===== config.mk =====
export PLATFORM = sky130hd
export DESIGN_NAME = rainbow_frame_generator_core_flat
export DESIGN_NICKNAME = d
export VERILOG_FILES = /design/src/hdl/rfg_pkg.sv /design/src/hdl/rfg_stream_if.sv /design/src/hdl/rainbow_frame_generator_core.sv /design/src/flat_wrapper.sv
export SDC_FILE = /design/constraint.sdc
export NUM_CORES = 1
export LEC_CHECK = 0
export BUFFER_PORTS_ARGS = -buffer_cell sky130_fd_sc_hd__buf_2
export CAP_MARGIN = 0
export CORE_AREA = 8 8 205 207
export DETAILED_ROUTE_END_ITERATION = 8
export DIE_AREA = 0 0 213 215
export GPL_ROUTABILITY_DRIVEN = 1
export PLACE_DENSITY_LB_ADDON = 0.15
export SETUP_SLACK_MARGIN = 0.5
export SYNTH_ARGS = -nofsm -noshare
export SYNTH_HDL_FRONTEND = slang
export SYNTH_SLANG_ARGS = --single-unit

===== constraint.sdc =====
create_clock -name i_clk -period 6.8 [get_ports i_clk]
set_input_delay 0.68 -clock i_clk [delete_from_list [all_inputs] [get_ports i_clk]]
set_output_delay 0.68 -clock i_clk [all_outputs]
set_load 0.01 [all_outputs]

===== src/hdl/rfg_pkg.sv =====
// rainbow frame generator package: payload types, register codes and palette logic
// no dependencies; used by the core and the testbench
`default_nettype none

package rfg_pkg;

    // default array size
    localparam int ROWS_DEF = 4;
    localparam int COLS_DEF = 16;

    // register indexes on the configuration port
    localparam int          CFG_IDX_W            = 2;
    localparam int          CFG_DATA_W           = 16;
    localparam logic [1:0]  REG_FRAME_DELAY      = 2'd0;
    localparam logic [1:0]  REG_PALETTE          = 2'd1;
    localparam logic [1:0]  REG_PHASE_DECREMENT  = 2'd2;
    localparam logic [1:0]  REG_PHASE_SUBTRACT   = 2'd3;

    // register reset values
    localparam logic [15:0] FRAME_DELAY_RST = 16'd15;

    // palette codes (the unused code falls back to the classic wheel)
    localparam logic [1:0]  PAL_CLASSIC   = 2'd0;
    localparam logic [1:0]  PAL_FADE_OUT  = 2'd1;
    localparam logic [1:0]  PAL_FADE_IN   = 2'd2;

    // wheel segment thresholds
    localparam logic [7:0]  SEG_ONE = 8'd85;
    localparam logic [7:0]  SEG_TWO = 8'd170;

    // tick payload
    typedef struct packed {
        logic [31:0] now_ms;
        logic        transfer_idle;
    } t_tick;

    // led result payload
    typedef struct packed {
        logic [1:0] row;
        logic [3:0] column;
        logic [7:0] byte_low;
        logic [7:0] byte_mid;
        logic [7:0] byte_high;
        logic       last;
    } t_led;

    // packed colour word for a wheel position; components are not clipped,
    // so anything above 255 spills into the next field up, or is cut off for red
    function automatic logic [23:0] colour_word(input logic [1:0] pal, input logic [7:0] pos);
        logic [7:0]  q;
        logic [9:0]  q3;
        logic [9:0]  r;
        logic [9:0]  g;
        logic [9:0]  b;
        logic [23:0] word;
        r = '0;
        g = '0;
        b = '0;
        if (pal == PAL_FADE_OUT || pal == PAL_FADE_IN) begin
            // snappy fades
            q = (pal == PAL_FADE_OUT) ? pos : 8'(8'd255 - pos);
            if (q < SEG_ONE) begin
                q3 = {2'b00, q} * 10'd3;
                r  = q3;
                b  = q3;
            end else if (q < SEG_TWO) begin
                q  = 8'(q + SEG_ONE);
                q3 = {2'b00, q} * 10'd3;
                g  = q3;
                b  = q3;
            end else begin
                q  = 8'(q + SEG_TWO);
                q3 = {2'b00, q} * 10'd3;
                r  = q3;
                g  = q3;
            end
        end else begin
            // classic wheel
            q = 8'(8'd255 - pos);
            if (q < SEG_ONE) begin
                q3 = {2'b00, q} * 10'd3;
                r  = 10'd255 - q3;
                b  = q3;
            end else if (q < SEG_TWO) begin
                q  = 8'(q - SEG_ONE);
                q3 = {2'b00, q} * 10'd3;
                g  = q3;
                b  = 10'd255 - q3;
            end else begin
                q  = 8'(q - SEG_TWO);
                q3 = {2'b00, q} * 10'd3;
                r  = q3;
                g  = 10'd255 - q3;
            end
        end
        word = ({14'd0, r} << 16) | ({14'd0, g} << 8) | {14'd0, b};
        return word;
    endfunction

endpackage

`default_nettype wire


===== src/hdl/rfg_stream_if.sv =====
// valid/ready stream channel carrying one payload per transfer
// payload type is a parameter; types come from rfg_pkg
`default_nettype none

interface rfg_stream_if #(
    parameter type t_payload = logic
);
    logic     valid;
    logic     ready;
    t_payload payload;

    modport source (output valid, output payload, input ready);
    modport sink   (input valid, input payload, output ready);
endinterface

`default_nettype wire


===== src/hdl/rainbow_frame_generator_core.sv =====
// rainbow frame generator core: tick in, one colour transfer per led out
// depends on rfg_pkg and rfg_stream_if
`default_nettype none

// Each accepted tick steps the shared phase by one. When the tick reports the
// link idle and more than frame_delay ms have passed since the last frame, the
// core emits ROWS*COLS led transfers, row by row, each rows repeating the same
// colours. Every led needs col*256/frame_delay, worked out by one restoring
// divider a bit per cycle; the colour is then looked up and registered in the
// load state, which waits while the output register holds an led not yet taken.
// The tick input is not ready while a frame is in progress; the last led may
// still wait in the output register when the next tick is taken.
module rainbow_frame_generator_core #(
    parameter int ROWS = rfg_pkg::ROWS_DEF,
    parameter int COLS = rfg_pkg::COLS_DEF
) (
    input  wire logic                          i_clk,
    input  wire logic                          i_rst_n,
    rfg_stream_if.sink                         i_tick,
    rfg_stream_if.source                       o_led,
    input  wire logic                          i_cfg_we,
    input  wire logic [rfg_pkg::CFG_IDX_W-1:0] i_cfg_idx,
    input  wire logic [rfg_pkg::CFG_DATA_W-1:0] i_cfg_data
);

    localparam int ROWW = (ROWS > 1) ? $clog2(ROWS) : 1;
    localparam int COLW = (COLS > 1) ? $clog2(COLS) : 1;
    localparam int DVDW = COLW + 8;
    localparam int CNTW = $clog2(DVDW);
    localparam logic [ROWW-1:0] ROW_LAST = ROWW'(ROWS - 1);
    localparam logic [COLW-1:0] COL_LAST = COLW'(COLS - 1);
    localparam logic [CNTW-1:0] CNT_LAST = CNTW'(DVDW - 1);

    // sequencer codes
    localparam logic [1:0] ST_IDLE = 2'd0;
    localparam logic [1:0] ST_DIV  = 2'd1;
    localparam logic [1:0] ST_LOAD = 2'd2;

    logic [1:0]       r_state, n_state;
    logic [15:0]      r_frame_delay;
    logic [1:0]       r_palette;
    logic             r_phase_decrement;
    logic             r_phase_subtract;
    logic [7:0]       r_phase, n_phase;
    logic [31:0]      r_last_ms, n_last_ms;
    logic [ROWW-1:0]  r_row, n_row;
    logic [COLW-1:0]  r_col, n_col;
    logic [DVDW-1:0]  r_dvd, n_dvd;
    logic [15:0]      r_rem, n_rem;
    logic [7:0]       r_quo, n_quo;
    logic [CNTW-1:0]  r_cnt, n_cnt;
    rfg_pkg::t_led    r_out, n_out;
    logic             r_out_valid, n_out_valid;

    logic        tick_fire;
    logic [15:0] divisor;
    logic [16:0] rem_shift;
    logic        quo_bit;
    logic [7:0]  pos;
    logic [23:0] word;
    logic        led_last;
    logic        out_free;
    logic [31:0] elapsed;

    // configuration registers
    always_ff @(posedge i_clk) begin
        if (!i_rst_n) begin
            r_frame_delay     <= rfg_pkg::FRAME_DELAY_RST;
            r_palette         <= rfg_pkg::PAL_CLASSIC;
            r_phase_decrement <= 1'b0;
            r_phase_subtract  <= 1'b0;
        end else if (i_cfg_we) begin
            unique case (i_cfg_idx)
                rfg_pkg::REG_FRAME_DELAY:     r_frame_delay     <= i_cfg_data;
                rfg_pkg::REG_PALETTE:         r_palette         <= i_cfg_data[1:0];
                rfg_pkg::REG_PHASE_DECREMENT: r_phase_decrement <= i_cfg_data[0];
                rfg_pkg::REG_PHASE_SUBTRACT:  r_phase_subtract  <= i_cfg_data[0];
                default: ;
            endcase
        end
    end

    assign i_tick.ready = (r_state == ST_IDLE);
    assign tick_fire    = i_tick.valid && i_tick.ready;
    assign divisor      = (r_frame_delay == 16'd0) ? 16'd1 : r_frame_delay;
    assign elapsed      = i_tick.payload.now_ms - r_last_ms;

    // shared divider step
    assign rem_shift = {r_rem, r_dvd[DVDW-1]};
    assign quo_bit   = (rem_shift >= {1'b0, divisor});

    // wheel position and colour lookup
    assign pos      = r_phase_subtract ? 8'(r_quo - r_phase) : 8'(r_quo + r_phase);
    assign word     = rfg_pkg::colour_word(r_palette, pos);
    assign led_last = (r_row == ROW_LAST) && (r_col == COL_LAST);
    assign out_free = !r_out_valid || o_led.ready;

    assign o_led.valid   = r_out_valid;
    assign o_led.payload = r_out;

    // sequencer
    always_comb begin
        n_state     = r_state;
        n_phase     = r_phase;
        n_last_ms   = r_last_ms;
        n_row       = r_row;
        n_col       = r_col;
        n_dvd       = r_dvd;
        n_rem       = r_rem;
        n_quo       = r_quo;
        n_cnt       = r_cnt;
        n_out       = r_out;
        n_out_valid = r_out_valid;

        // output register drains on a transfer
        if (r_out_valid && o_led.ready) begin
            n_out_valid = 1'b0;
        end

        unique case (r_state)
            ST_IDLE: begin
                if (tick_fire) begin
                    n_phase = r_phase_decrement ? 8'(r_phase - 8'd1) : 8'(r_phase + 8'd1);
                    if (i_tick.payload.transfer_idle && (elapsed > {16'd0, r_frame_delay})) begin
                        n_last_ms = i_tick.payload.now_ms;
                        n_row     = '0;
                        n_col     = '0;
                        n_dvd     = '0;
                        n_rem     = '0;
                        n_cnt     = '0;
                        n_state   = ST_DIV;
                    end
                end
            end
            ST_DIV: begin
                n_rem = quo_bit ? 16'(rem_shift - {1'b0, divisor}) : rem_shift[15:0];
                n_quo = {r_quo[6:0], quo_bit};
                n_dvd = r_dvd << 1;
                n_cnt = CNTW'(r_cnt + 1'b1);
                if (r_cnt == CNT_LAST) begin
                    n_state = ST_LOAD;
                end
            end
            ST_LOAD: begin
                if (out_free) begin
                    n_out.row       = 2'(r_row);
                    n_out.column    = 4'(r_col);
                    n_out.byte_low  = word[7:0];
                    n_out.byte_mid  = word[15:8];
                    n_out.byte_high = word[23:16];
                    n_out.last      = led_last;
                    n_out_valid     = 1'b1;
                    if (led_last) begin
                        n_state = ST_IDLE;
                    end else begin
                        if (r_col == COL_LAST) begin
                            n_col = '0;
                            n_row = ROWW'(r_row + 1'b1);
                            n_dvd = '0;
                        end else begin
                            n_col = COLW'(r_col + 1'b1);
                            n_dvd = {COLW'(r_col + 1'b1), 8'd0};
                        end
                        n_rem   = '0;
                        n_cnt   = '0;
                        n_state = ST_DIV;
                    end
                end
            end
            default: begin
                n_state = ST_IDLE;
            end
        endcase
    end

    // control state
    always_ff @(posedge i_clk) begin
        if (!i_rst_n) begin
            r_state     <= ST_IDLE;
            r_phase     <= '0;
            r_last_ms   <= '0;
            r_out_valid <= 1'b0;
            r_row       <= '0;
            r_col       <= '0;
            r_cnt       <= '0;
        end else begin
            r_state     <= n_state;
            r_phase     <= n_phase;
            r_last_ms   <= n_last_ms;
            r_out_valid <= n_out_valid;
            r_row       <= n_row;
            r_col       <= n_col;
            r_cnt       <= n_cnt;
        end
    end

    // datapath registers
    always_ff @(posedge i_clk) begin
        r_dvd <= n_dvd;
        r_rem <= n_rem;
        r_quo <= n_quo;
        r_out <= n_out;
    end

endmodule

`default_nettype wire


===== src/flat_wrapper.sv =====
// flat-port wrapper written by rule: the top's interface ports become plain ports
module rainbow_frame_generator_core_flat 
#(
    parameter int ROWS = rfg_pkg::ROWS_DEF,
    parameter int COLS = rfg_pkg::COLS_DEF
)
  (i_clk, i_rst_n, i_cfg_we, i_cfg_idx, i_cfg_data, i_tick_valid, i_tick_payload, i_tick_ready, o_led_valid, o_led_payload, o_led_ready);
  rfg_stream_if #(.t_payload(rfg_pkg::t_tick)) i_tick_i ();
  rfg_stream_if #(.t_payload(rfg_pkg::t_led)) o_led_i ();
  input  wire logic i_clk;
  input  wire logic i_rst_n;
  input  wire logic i_cfg_we;
  input  wire logic [rfg_pkg::CFG_IDX_W-1:0] i_cfg_idx;
  input  wire logic [rfg_pkg::CFG_DATA_W-1:0] i_cfg_data;
  input wire logic [$bits(i_tick_i.valid)-1:0] i_tick_valid;
  input wire logic [$bits(i_tick_i.payload)-1:0] i_tick_payload;
  output wire logic [$bits(i_tick_i.ready)-1:0] i_tick_ready;
  output wire logic [$bits(o_led_i.valid)-1:0] o_led_valid;
  output wire logic [$bits(o_led_i.payload)-1:0] o_led_payload;
  input wire logic [$bits(o_led_i.ready)-1:0] o_led_ready;
  assign i_tick_i.valid = i_tick_valid;
  assign i_tick_i.payload = i_tick_payload;
  assign i_tick_ready = i_tick_i.ready;
  assign o_led_valid = o_led_i.valid;
  assign o_led_payload = o_led_i.payload;
  assign o_led_i.ready = o_led_ready;
  rainbow_frame_generator_core #(.ROWS(ROWS), .COLS(COLS)) u_core (.i_clk(i_clk), .i_rst_n(i_rst_n), .i_tick(i_tick_i), .o_led(o_led_i), .i_cfg_we(i_cfg_we), .i_cfg_idx(i_cfg_idx), .i_cfg_data(i_cfg_data));
endmodule

* Word level (Yosys, flattened, before mapping)
Index checks and enable logic that the tools add are counted.
Word-level totals: register bits after elaboration 140, input bits 56, output and inout port bits 33, word-level logic and storage cells 145
Operators by class: add/sub/neg operators 17, multiply operators 6, $lt $le $gt $ge 6, equality and inequality tests 16, mux-type cells 55, bitwise logic cells 2, reduce and logical (&&, ||, !) cells 23
Operators by type and width (count):
- 10-bit two-way mux | 10
- 16-bit two-way mux | 6
- 8-bit two-way mux | 8
- 8-bit by 2-bit multiplier with 10-bit output, second input constant | 6
- 12-bit two-way mux | 5
- 16-bit one-hot mux with 3 select lines | 1
- 12-bit one-hot mux with 3 select lines | 1
- 32-bit by 16-bit > comparator with 1-bit output | 1
- 32-bit subtractor | 1
- 4-bit two-way mux | 7
- 24-bit by 10-bit OR with 24-bit output | 1
- 24-bit by 18-bit OR with 24-bit output | 1
- 8-bit by 10-bit subtractor with 10-bit output, first input constant | 2
- 2-bit two-way mux | 9
- 17-bit by 16-bit >= comparator with 1-bit output | 1
- 16-bit zero test | 1
- 8-bit by 7-bit less-than comparator with 1-bit output, second input constant | 2
- 8-bit less-than comparator, second input constant | 2
- 16-bit subtractor | 1
- 8-bit subtractor, first input constant | 2
- 4-bit one-hot mux with 3 select lines | 1
- 2-bit AND reduction | 6
- 2-bit equality test, second input constant | 5
- 5-bit AND reduction | 2
- 27 further kinds | 43

* Depth between registers and ports, before layout
Gate-level depths: netlist (run 1).
depth in word-level cells 11, mapped depth 25

* Least setup slack after synthesis (run 1)
OpenSTA, ideal clock, no wires.
path kind input to register, start point in i_tick_payload[1], end point reg u_core.r_cnt[0], arrival time 5.329 ns, data required time 6.629 ns, setup slack 1.301 ns, stages 22, buffers on the path 0, cells stage by stage inv_1 ha_1 inv_1 fa_1 a211o_1 a211oi_2 o22ai_1 and2_1 nand2b_1 xor2_1 ha_1 nand4_1 nor2_1 a22o_1 or4_1 a2111oi_0 o2111ai_1 nor3_1 nand4_2 a211oi_2 nor2_1 mux2i_1
On the way: word-level cells in the longest chain between the ends 5
RTL lines:
- start: declaration | RTL line flat_wrapper.sv:16 | input wire logic [$bits(i_tick_i.payload)-1:0] i_tick_payload;
- 32-bit subtractor | RTL line rainbow_frame_generator_core.sv:86 | assign elapsed = i_tick.payload.now_ms - r_last_ms;
- 32-bit by 16-bit > comparator with 1-bit output | RTL line rainbow_frame_generator_core.sv:124 | if (i_tick.payload.transfer_idle && (elapsed > {16'd0, r_frame_delay})) begin
- 1-bit logical AND | RTL line rainbow_frame_generator_core.sv:124
- 2-bit != test (no source line)
- 5-bit AND reduction (no source line)
- end signal: assignment | RTL line rainbow_frame_generator_core.sv:193 | r_cnt <= n_cnt;
- end: declaration | RTL line rainbow_frame_generator_core.sv:51 | logic [CNTW-1:0] r_cnt, n_cnt;
Every way passes these cells. A chain may end at the register's enable or synchronous reset.

* Worst setup path after layout (run 1)
start point reg u_core.r_phase[0], end point reg u_core.r_out, in the netlist u_core.o_led.payload[2], data pin
On the way: word-level cells in the longest chain between the ends 11, elaborated cells on any way between the ends 33, classes of those cells add/sub: 9; mul: 6; order compare: 4; mux: 12; bitwise: 2
RTL lines:
- start: declaration | RTL line rainbow_frame_generator_core.sv:44 | logic [7:0] r_phase, n_phase;
- start signal: assignment | RTL line rainbow_frame_generator_core.sv:188 | r_phase <= n_phase;
- 8-bit adder or 8-bit subtractor (tied branches) | RTL line rainbow_frame_generator_core.sv:93 | assign pos = r_phase_subtract ? 8'(r_quo - r_phase) : 8'(r_quo + r_phase);
- 8-bit two-way mux (*) | RTL line rainbow_frame_generator_core.sv:93
- 8-bit subtractor | RTL line rfg_pkg.sv:61, rfg_pkg.sv:79
- 8-bit subtractor or 8-bit two-way mux (tied branches) | RTL line rfg_pkg.sv:90, rfg_pkg.sv:61
- 8-bit by 2-bit multiplier with 10-bit output (tied with other cells) | RTL line rfg_pkg.sv:91 | q3 = {2'b00, q} * 10'd3;
- 8-bit by 10-bit subtractor with 10-bit output (tied with other cells) | RTL line rfg_pkg.sv:93 | g = 10'd255 - q3;
- 10-bit two-way mux (tied with other cells) | RTL line rfg_pkg.sv:84 | end else if (q < SEG_TWO) begin
- 10-bit two-way mux (tied with other cells) | RTL line rfg_pkg.sv:80 | if (q < SEG_ONE) begin
- 10-bit two-way mux or 8-bit two-way mux (tied branches) | RTL line rfg_pkg.sv:59 | if (pal == PAL_FADE_OUT || pal == PAL_FADE_IN) begin
- 24-bit by 18-bit OR with 24-bit output (*) | RTL line rfg_pkg.sv:96 | word = ({14'd0, r} << 16) | ({14'd0, g} << 8) | {14'd0, b};
- 24-bit by 10-bit OR with 24-bit output (*) | RTL line rfg_pkg.sv:96
- net u_core.word[17] | RTL line rainbow_frame_generator_core.sv:60 | logic [23:0] word;
- end signal: assignment | RTL line rainbow_frame_generator_core.sv:202 | r_out <= n_out;
- end: declaration | RTL line rainbow_frame_generator_core.sv:52 | rfg_pkg::t_led r_out, n_out;
The timed path passes the listed nets; every way through them passes the cells marked *.

==> out/summary.json, run 1 <==
{
  "outcome": {"value": "finished, final reports clean"},
  "post_synth_instance_area": {"value": 0.0123, "unit": "mm^2"},
  "worst_slack": {"value": 1020, "unit": "ps"},
  "endpoint_kind": {"value": "flop"},
  "synthDistinctLibCells": {"value": 85},
  "placed_cells": {"value": 2007},
  "finalWirelength": {"value": 34.0, "unit": "mm"},
  "cts_tree": {"value": "yes"},
  "place.gp.congestion": {"value": 0.837},
  "final_min_period_over_clock_period": {"value": 85.0, "unit": "%"},
  "overflow": {"value": 0},
  "worst_pin_slew": {"value": 1210, "unit": "ps"},
  "clockBufferDepth": {"value": 2},
  "post_cts.repair.setup_buffers": {"value": 0},
  "synthesis.area_per_instance": {"value": 8.51, "unit": "um^2"},
  "sequential_area_share_after_synthesis": {"value": 26.4, "unit": "%"},
  "numCtsBuffers": {"value": 17},
  "post_cts_resize_count": {"value": 0},
  "regToRegStartpoint": {"value": "u_core.r_phase[0]"},
  "first_global_vias": {"value": 10012},
  "min_path_type": {"value": "in -> reg"},
  "synthesis.yosys.warnings": {"value": 0},
  "dieArea": {"value": 0.0458, "unit": "mm^2"},
  "synth_edf_count": {"value": 59},
  "critPathLaunch": {"value": "u_core.r_phase[0]"},
  "antenna_violating_nets_post_route": {"value": 0},
  "die_width": {"value": 213, "unit": "um"},
  "final.setup.tns": {"value": 0, "unit": "ps"},
  "cap_violations": {"value": 0},
  "port-buffer-count": {"value": 88},
  "asyncSetResetFlopFracSynth": {"value": 0, "unit": "%"},
  "hold_start": {"value": "i_cfg_data[3]"},
  "drcViolationCount": {"value": 0},
  "worstPathMaxFanout": {"value": 10},
  "floorplan.initialDensity": {"value": 31.5, "unit": "%"},
  "cts_hold_buffers": {"value": 0},
  "cts_root_buffer_type": {"value": "sky130_fd_sc_hd__clkbuf_16"},
  "drive_above_1_share": {"value": 11.0, "unit": "%"},
  "start_kind": {"value": "flop"},
  "ioPinCount": {"value": 89},
  "final_setup_violating_endpoints": {"value": 0},
  "synth_top_flop_cell": {"value": "sky130_fd_sc_hd__dfxtp_1"},
  "mostFrequentLayoutCells": {"value": "137 x sky130_fd_sc_hd__ha_1, 121 x sky130_fd_sc_hd__inv_1, 111 x sky130_fd_sc_hd__a21oi_1"},
  "grt_start_max_net_pins": {"value": 61},
  "rsz0062_at_grt": {"value": "no"},
  "core_area": {"value": 0.0390, "unit": "mm^2"},
  "timing_max_transition_violations_final": {"value": 0},
  "worst_path_required_time": {"value": 6950, "unit": "ps"},
  "area.growth.synth_to_final": {"value": 12.1, "unit": "%"},
  "drtIter0Drc": {"value": 546},
  "htree_num_levels": {"value": 4},
  "clock_skew": {"value": 11.3, "unit": "ps"},
  "insertion_delay": {"value": 450, "unit": "ps"},
  "number_of_nets_in_the_finished_design": {"value": 1700},
  "vertical_die_dimension": {"value": 215, "unit": "um"},
  "antenna-diode-count": {"value": 0},
  "drt_pre_antenna_iters": {"value": 5},
  "finalWorstPathRequiredPeriod": {"value": 5780, "unit": "ps"},
  "clk_pin_slew": {"value": 70, "unit": "ps"},
  "grt_pass1_wl": {"value": 54.0, "unit": "mm"},
  "final-instance-count-excl-fill": {"value": 2039},
  "fmax": {"value": 173, "unit": "MHz"},
  "groute.usage.overall": {"value": 14.7, "unit": "%"},
  "synth-seq-cells": {"value": 132},
  "layout.cells.most_common": {"value": "sky130_fd_sc_hd__ha_1"},
  "worst-setup-path-type": {"value": "reg -> reg"},
  "synthesis.instances": {"value": 1441},
  "timing.final.hold_violations": {"value": 0},
  "core.rowCount": {"value": 73},
  "syn-num-nets": {"value": 1640},
  "average_detailed_routed_wire_length_per_instance": {"value": 16.7, "unit": "um"},
  "dp_hpwl": {"value": 26.6, "unit": "mm"},
  "antenna_violations_before_repair": {"value": 0},
  "dpl_worst_slack": {"value": 761, "unit": "ps"},
  "relSlewSlack": {"value": 19.2, "unit": "%"},
  "cts_num_sinks": {"value": 132},
  "critical_path_arrival": {"value": 5930, "unit": "ps"},
  "vias": {"value": 10360},
  "drt-vias-per-instance": {"value": 5.08}
}
## stage by stage
stage	util [%]	hold slack (ps)	area, um^2
finish	35.3	462	13800
global route	35.3	454	13800
CTS	35.3	431	13800
detailed placement	33.8	447	13200
global placement	33.8	443	13200
floorplan	-	426	12300
## logic make-up after synthesis
kind of cell / Yosys count / synth area share (%)
AO/OA/AOI/OAI: 410 / 22.3
AND/OR/NAND/NOR: 398 / 16.6
buffers and inverters: 182 / 6.13
adder cells (fa/ha/maj): 143 / 15.0
flip-flops: 132 / 26.4
XOR/XNOR: 116 / 8.68
multiplexers: 60 / 4.96
## registers in the layout (all words and copies together) (netlist names)
register,cells
u_core.o_led.payload,31
u_core.o_led.valid,1
u_core.r_cnt,4
u_core.r_col,4
u_core.r_dvd,4
u_core.r_frame_delay,16
u_core.r_last_ms,32
u_core.r_palette,2
u_core.r_phase,8
u_core.r_phase_decrement,1
u_core.r_phase_subtract,1
u_core.r_quo,8
u_core.r_rem,16
u_core.r_row,2
u_core.r_state,2
## routing by layer
layer | routed length, um | global-route usage [%] | up-vias
met5 | 0 | 0 | -
met4 | 707 | 4.60 | 0
met3 | 1170 | 2.46 | 43
met2 | 16400 | 25.2 | 185
met1 | 15700 | 18.4 | 4838
li1 | - | - | 5294
## critical path: stages, from the launching register on
cell and delay, ps:
sky130_fd_sc_hd__dfxtp_1 430, sky130_fd_sc_hd__inv_1 110, sky130_fd_sc_hd__ha_1 290, sky130_fd_sc_hd__mux2_2 290, sky130_fd_sc_hd__fa_1 460, sky130_fd_sc_hd__xnor2_2 630, sky130_fd_sc_hd__xnor2_1 320, sky130_fd_sc_hd__ha_1 310
sky130_fd_sc_hd__a21oi_1 90, sky130_fd_sc_hd__o21bai_1 180, sky130_fd_sc_hd__xnor2_1 320, sky130_fd_sc_hd__ha_1 320, sky130_fd_sc_hd__a21oi_1 260, sky130_fd_sc_hd__o21bai_1 130, sky130_fd_sc_hd__a21o_1 220, sky130_fd_sc_hd__a2111oi_0 440
sky130_fd_sc_hd__a211oi_1 100, sky130_fd_sc_hd__nor3_1 440, sky130_fd_sc_hd__a211oi_1 140
## cells in the mapped netlist, types with 21 or more instances
cell | n | area, um^2
sky130_fd_sc_hd__mux2i_1 | 57 | 571
sky130_fd_sc_hd__nand3_1 | 30 | 150
sky130_fd_sc_hd__xor2_1 | 35 | 307
sky130_fd_sc_hd__a21o_1 | 38 | 285
sky130_fd_sc_hd__inv_1 | 121 | 454
sky130_fd_sc_hd__a31oi_1 | 22 | 138
sky130_fd_sc_hd__ha_1 | 137 | 1710
sky130_fd_sc_hd__dfxtp_1 | 73 | 1460
sky130_fd_sc_hd__nor2b_1 | 68 | 425
sky130_fd_sc_hd__a21boi_0 | 22 | 165
sky130_fd_sc_hd__o21ai_0 | 69 | 345
sky130_fd_sc_hd__nand2_1 | 108 | 405
sky130_fd_sc_hd__xnor2_1 | 77 | 674
sky130_fd_sc_hd__edfxtp_1 | 59 | 1770
sky130_fd_sc_hd__nand2b_1 | 21 | 131
sky130_fd_sc_hd__a21oi_1 | 111 | 556
sky130_fd_sc_hd__clkbuf_1 | 45 | 169
sky130_fd_sc_hd__nor2_1 | 70 | 263
## final cells by class
class                   count  area [um^2]
fillers                  4127        25200
multi-input cells        1127         8300
flip-flops and latches    132         3230
well taps                 525          657
repair buffers             99          523
inverters                 124          465
clock buffers              17          425
clock inverters            15          148
## path summary, 6_finish.rpt
path | to | slack [ps] | depth (start not counted)
min | u_core.r_frame_delay[3] | 460 | 3
max reg2reg | u_core.o_led.payload[2] | 1020 | 18
max | u_core.o_led.payload[2] | 1020 | 18
min reg2reg | u_core.r_quo[6] | 460 | 0
Power of run 1 is not shown: default switching activity piles up to over one toggle a cycle in this logic, so the estimate is an artifact.
==> run 2: changes to the inputs <==
==> constraint.sdc (replaced) <==
create_clock -name i_clk -period 5.4 [get_ports i_clk]
set_input_delay 0.54 -clock i_clk [delete_from_list [all_inputs] [get_ports i_clk]]
set_output_delay 0.54 -clock i_clk [all_outputs]
set_load 0.01 [all_outputs]
==> run 2 against run 1 <==
First-iteration DRC count decreased by 16%. Clock-buffer cell count rose by 3. Critical path depth grew 6. Critical path type unchanged.
==> out/summary.json, run 2 (synthesis results as in run 1) <==
{
  "numCtsBuffers": {"value": 17, "change": "unchanged"},
  "ff2ff_path_depth": {"value": 24, "change": "was 18"},
  "dp_hpwl": {"value": 27.0, "unit": "mm", "change": "was 26.6 mm"},
  "cap_violations": {"value": 0, "change": "unchanged"},
  "clockBufferDepth": {"value": 2, "change": "unchanged"},
  "critical_path_arrival": {"value": 5250, "unit": "ps", "change": "was 5930 ps"},
  "clk_pin_slew": {"value": 70, "unit": "ps", "change": "about the same"},
  "finalWirelength": {"value": 35.2, "unit": "mm", "change": "was 34.0 mm"},
  "place.gp.congestion": {"value": 0.864, "change": "was 0.837"},
  "core.rowCount": {"value": 73, "change": "unchanged"},
  "drtIter0Drc": {"value": 459, "change": "was 546"},
  "timing_max_transition_violations_final": {"value": 0, "change": "unchanged"},
  "timing.critical_path.mode_cell": {"value": "sky130_fd_sc_hd__buf_6", "change": "was sky130_fd_sc_hd__ha_1"},
  "cts_tree": {"value": "yes", "change": "unchanged"},
  "mostFrequentLayoutCells": {"value": "128 x sky130_fd_sc_hd__ha_1, 114 x sky130_fd_sc_hd__inv_1, 107 x sky130_fd_sc_hd__nand2_1", "change": "was 137 x sky130_fd_sc_hd__ha_1, 121 x sky130_fd_sc_hd__inv_1, 111 x sky130_fd_sc_hd__a21oi_1"},
  "drive_above_1_share": {"value": 20.4, "unit": "%", "change": "was 11.0%"},
  "ff2ff_setup_slack": {"value": 480, "unit": "ps", "change": "was 1020 ps"},
  "start_kind": {"value": "flop", "change": "unchanged"},
  "grt_util_met1": {"value": 19.0, "unit": "%", "change": "was 18.4%"},
  "area.growth.synth_to_final": {"value": 22.5, "unit": "%", "change": "was 12.1%"},
  "crit_path_cell_trace": {"value": "ha_4 > inv_2 > fa_2 > a211o_1 > a211oi_2 > o22ai_1 > and2_1 > nand2b_4 > xor2_2 > ha_1 > a21oi_1 > nand2_1 > a22o_1 > or4_4 > a2111oi_4 > o2111ai_2 > nor3_2 > nand4_2 > buf_6 > a211oi_4 > buf_6 > buf_6 > o2bb2ai_1 > and2_1", "change": "was inv_1 > ha_1 > mux2_2 > fa_1 > xnor2_2 > xnor2_1 > ha_1 > a21oi_1 > o21bai_1 > xnor2_1 > ha_1 > a21oi_1 > o21bai_1 > a21o_1 > a2111oi_0 > a211oi_1 > nor3_1 > a211oi_1"},
  "number_of_nets_in_the_finished_design": {"value": 1771, "change": "was 1700"},
  "worst_pin_slew": {"value": 1150, "unit": "ps", "change": "was 1210 ps"},
  "overflow": {"value": 0, "change": "unchanged"},
  "dieArea": {"value": 0.0458, "unit": "mm^2", "change": "unchanged"},
  "worstPathMaxFanout": {"value": 5, "change": "was 10"},
  "final_setup_violating_endpoints": {"value": 0, "change": "unchanged"},
  "outcome": {"value": "finished, final reports clean", "change": "unchanged"},
  "drt_pre_antenna_iters": {"value": 5, "change": "unchanged"},
  "floorplan.initialDensity": {"value": 31.5, "unit": "%", "change": "unchanged"},
  "antenna-diode-count": {"value": 0, "change": "unchanged"},
  "cts_root_buffer_type": {"value": "sky130_fd_sc_hd__clkbuf_16", "change": "unchanged"},
  "first_global_vias": {"value": 10334, "change": "was 10012"},
  "cts_hold_buffers": {"value": 0, "change": "unchanged"},
  "placed_cells": {"value": 2050, "change": "was 2007"},
  "endpoint_kind": {"value": "flop", "change": "unchanged"},
  "drcViolationCount": {"value": 0, "change": "unchanged"},
  "core_area": {"value": 0.0390, "unit": "mm^2", "change": "unchanged"},
  "drt-vias-per-instance": {"value": 5.01, "change": "was 5.08"},
  "globalRouteMet3Util": {"value": 2.49, "unit": "%", "change": "was 2.46%"},
  "slowest_stage": {"value": "sky130_fd_sc_hd__or4_4", "change": "was sky130_fd_sc_hd__xnor2_2"},
  "min_path_type": {"value": "in -> reg", "change": "unchanged"},
  "fmax": {"value": 203, "unit": "MHz", "change": "was 173 MHz"},
  "worstSetupEndpoint": {"value": "u_core.r_col[1]", "change": "was u_core.o_led.payload[2]"},
  "grt_start_max_net_pins": {"value": 57, "change": "was 61"},
  "antenna_violating_nets_post_route": {"value": 0, "change": "unchanged"},
  "worst-setup-path-type": {"value": "reg -> reg", "change": "unchanged"},
  "fillerInstances": {"value": 4012, "change": "was 4127"},
  "die_width": {"value": 213, "unit": "um", "change": "unchanged"},
  "antenna_violations_before_repair": {"value": 1, "change": "was 0"},
  "clock_skew": {"value": 11.8, "unit": "ps", "change": "was 11.3 ps"},
  "final_min_period_over_clock_period": {"value": 91.1, "unit": "%", "change": "was 85.0%"},
  "finalWorstPathRequiredPeriod": {"value": 4920, "unit": "ps", "change": "was 5780 ps"},
  "worstSetupPathDepth": {"value": 24, "change": "was 18"},
  "worst_path_required_time": {"value": 5730, "unit": "ps", "change": "was 6950 ps"},
  "final.setup.tns": {"value": 0, "unit": "ps", "change": "unchanged"},
  "final-instance-count-excl-fill": {"value": 2110, "change": "was 2039"},
  "largest-register": {"value": "u_core.r_last_ms", "change": "unchanged"},
  "ioPinCount": {"value": 89, "change": "unchanged"},
  "regToRegStartpoint": {"value": "u_core.r_last_ms[0]", "change": "was u_core.r_phase[0]"},
  "layout.cells.most_common": {"value": "sky130_fd_sc_hd__ha_1", "change": "unchanged"},
  "average_detailed_routed_wire_length_per_instance": {"value": 16.7, "unit": "um", "change": "about the same"},
  "vias": {"value": 10568, "change": "was 10360"},
  "grt_pass1_wl": {"value": 55.3, "unit": "mm", "change": "was 54.0 mm"},
  "insertion_delay": {"value": 440, "unit": "ps", "change": "was 450 ps"},
  "cts_num_sinks": {"value": 132, "change": "unchanged"},
  "globalRoute.busiestLayer": {"value": "met2", "change": "unchanged"},
  "global_route.usage.met2": {"value": 25.5, "unit": "%", "change": "was 25.2%"},
  "timing.critical_path.buf_inv": {"value": 4, "change": "was 1"},
  "multi_input_comb_area": {"value": 0.00883, "unit": "mm^2", "change": "was 0.00830 mm^2"},
  "relSlewSlack": {"value": 23.1, "unit": "%", "change": "was 19.2%"},
  "largest_reg_flops": {"value": 32, "change": "unchanged"},
  "critPathTopFamily": {"value": "compound AO/OA/AOI/OAI gates", "change": "unchanged"},
  "htree_num_levels": {"value": 4, "change": "unchanged"},
  "worstReg2RegEnd": {"value": "u_core.r_col[1]", "change": "was u_core.o_led.payload[2]"},
  "groute.usage.overall": {"value": 15.1, "unit": "%", "change": "was 14.7%"},
  "cpPeakStageDelay": {"value": 430, "unit": "ps", "change": "was 630 ps"},
  "critPathLaunch": {"value": "u_core.r_last_ms[0]", "change": "was u_core.r_phase[0]"},
  "rsz0062_at_grt": {"value": "yes", "change": "was no"},
  "layout.area.seq": {"value": 0.00324, "unit": "mm^2", "change": "was 0.00323 mm^2"},
  "port-buffer-count": {"value": 88, "change": "unchanged"},
  "timing.final.hold_violations": {"value": 0, "change": "unchanged"},
  "vertical_die_dimension": {"value": 215, "unit": "um", "change": "unchanged"}
}
==> run 2: changes by cell type in the layout (fill, tap and decap cells not counted), sizes merged <==
cell      delta
nor2         +1
bufinv       +1
clkbuf       +6
clkinv       +1
buf         +67
clkinvlp     -3
inv          -2
==> run 2: worst register-to-register path, cell delays in order, from the launching register on <==
cell and delay (ps):
sky130_fd_sc_hd__dfxtp_2 350, sky130_fd_sc_hd__ha_4 130, sky130_fd_sc_hd__inv_2 30, sky130_fd_sc_hd__fa_2 330
sky130_fd_sc_hd__a211o_1 290, sky130_fd_sc_hd__a211oi_2 250, sky130_fd_sc_hd__o22ai_1 100, sky130_fd_sc_hd__and2_1 160
sky130_fd_sc_hd__nand2b_4 140, sky130_fd_sc_hd__xor2_2 140, sky130_fd_sc_hd__ha_1 330, sky130_fd_sc_hd__a21oi_1 160
sky130_fd_sc_hd__nand2_1 70, sky130_fd_sc_hd__a22o_1 170, sky130_fd_sc_hd__or4_4 430, sky130_fd_sc_hd__a2111oi_4 370
sky130_fd_sc_hd__o2111ai_2 170, sky130_fd_sc_hd__nor3_2 150, sky130_fd_sc_hd__nand4_2 170, sky130_fd_sc_hd__buf_6 200
sky130_fd_sc_hd__a211oi_4 220, sky130_fd_sc_hd__buf_6 150, sky130_fd_sc_hd__buf_6 110, sky130_fd_sc_hd__o2bb2ai_1 50
sky130_fd_sc_hd__and2_1 140
==> run 2: stage by stage <==
stage	hold slack, ps	worst slack, ps	utilization (%)	cell area, um^2
floorplan	426	374	-	12300
global placement	437	-84.4	34.9	13600
detailed placement	438	-125	34.9	13600
CTS	304	384	37.1	14500
global route	314	165	38.5	15000
finish	321	480	38.5	15000
==> run 2: worst min path at each step <==
stage / start / endpoint / slack (ps) / cells after the start
after CTS: i_cfg_data[2] / u_core.r_frame_delay[2] / 300 / 3
after detailed placement: u_core.r_quo[0] / u_core.r_quo[1] / 440 / 0
final: i_cfg_data[2] / u_core.r_frame_delay[2] / 320 / 3
after global routing: i_cfg_data[2] / u_core.r_frame_delay[2] / 310 / 3
after global placement: u_core.r_quo[0] / u_core.r_quo[1] / 440 / 0
after floorplan: u_core.r_quo[0] / u_core.r_quo[1] / 430 / 0
==> run 2: layout make-up <==
class | count | area share (%)
clock buffers | 20 | 3.33
clock inverters | 12 | 0.908
inverters | 124 | 3.24
multi-input cells | 1128 | 58.8
flip-flops and latches | 132 | 21.6
well taps | 525 | 4.37
repair buffers | 169 | 7.84
==> run 2: repair_timing <==
action	4_1_cts	5_1_grt
gates cloned	2	4
resized for setup	34	79
buffers inserted	9	13
pin swaps	16	29
setup endpoints to repair	74	82
==> run 2: layer usage <==
metal | wire [um] | share of wire [%] | up-vias
li1 | - | - | 5419
met2 | 16600 | 47 | 181
met5 | 13 | 0.037 | -
met4 | 960 | 2.7 | 2
met3 | 1090 | 3.1 | 63
met1 | 16600 | 47 | 4903
Power of run 2 is left out for the same reason.
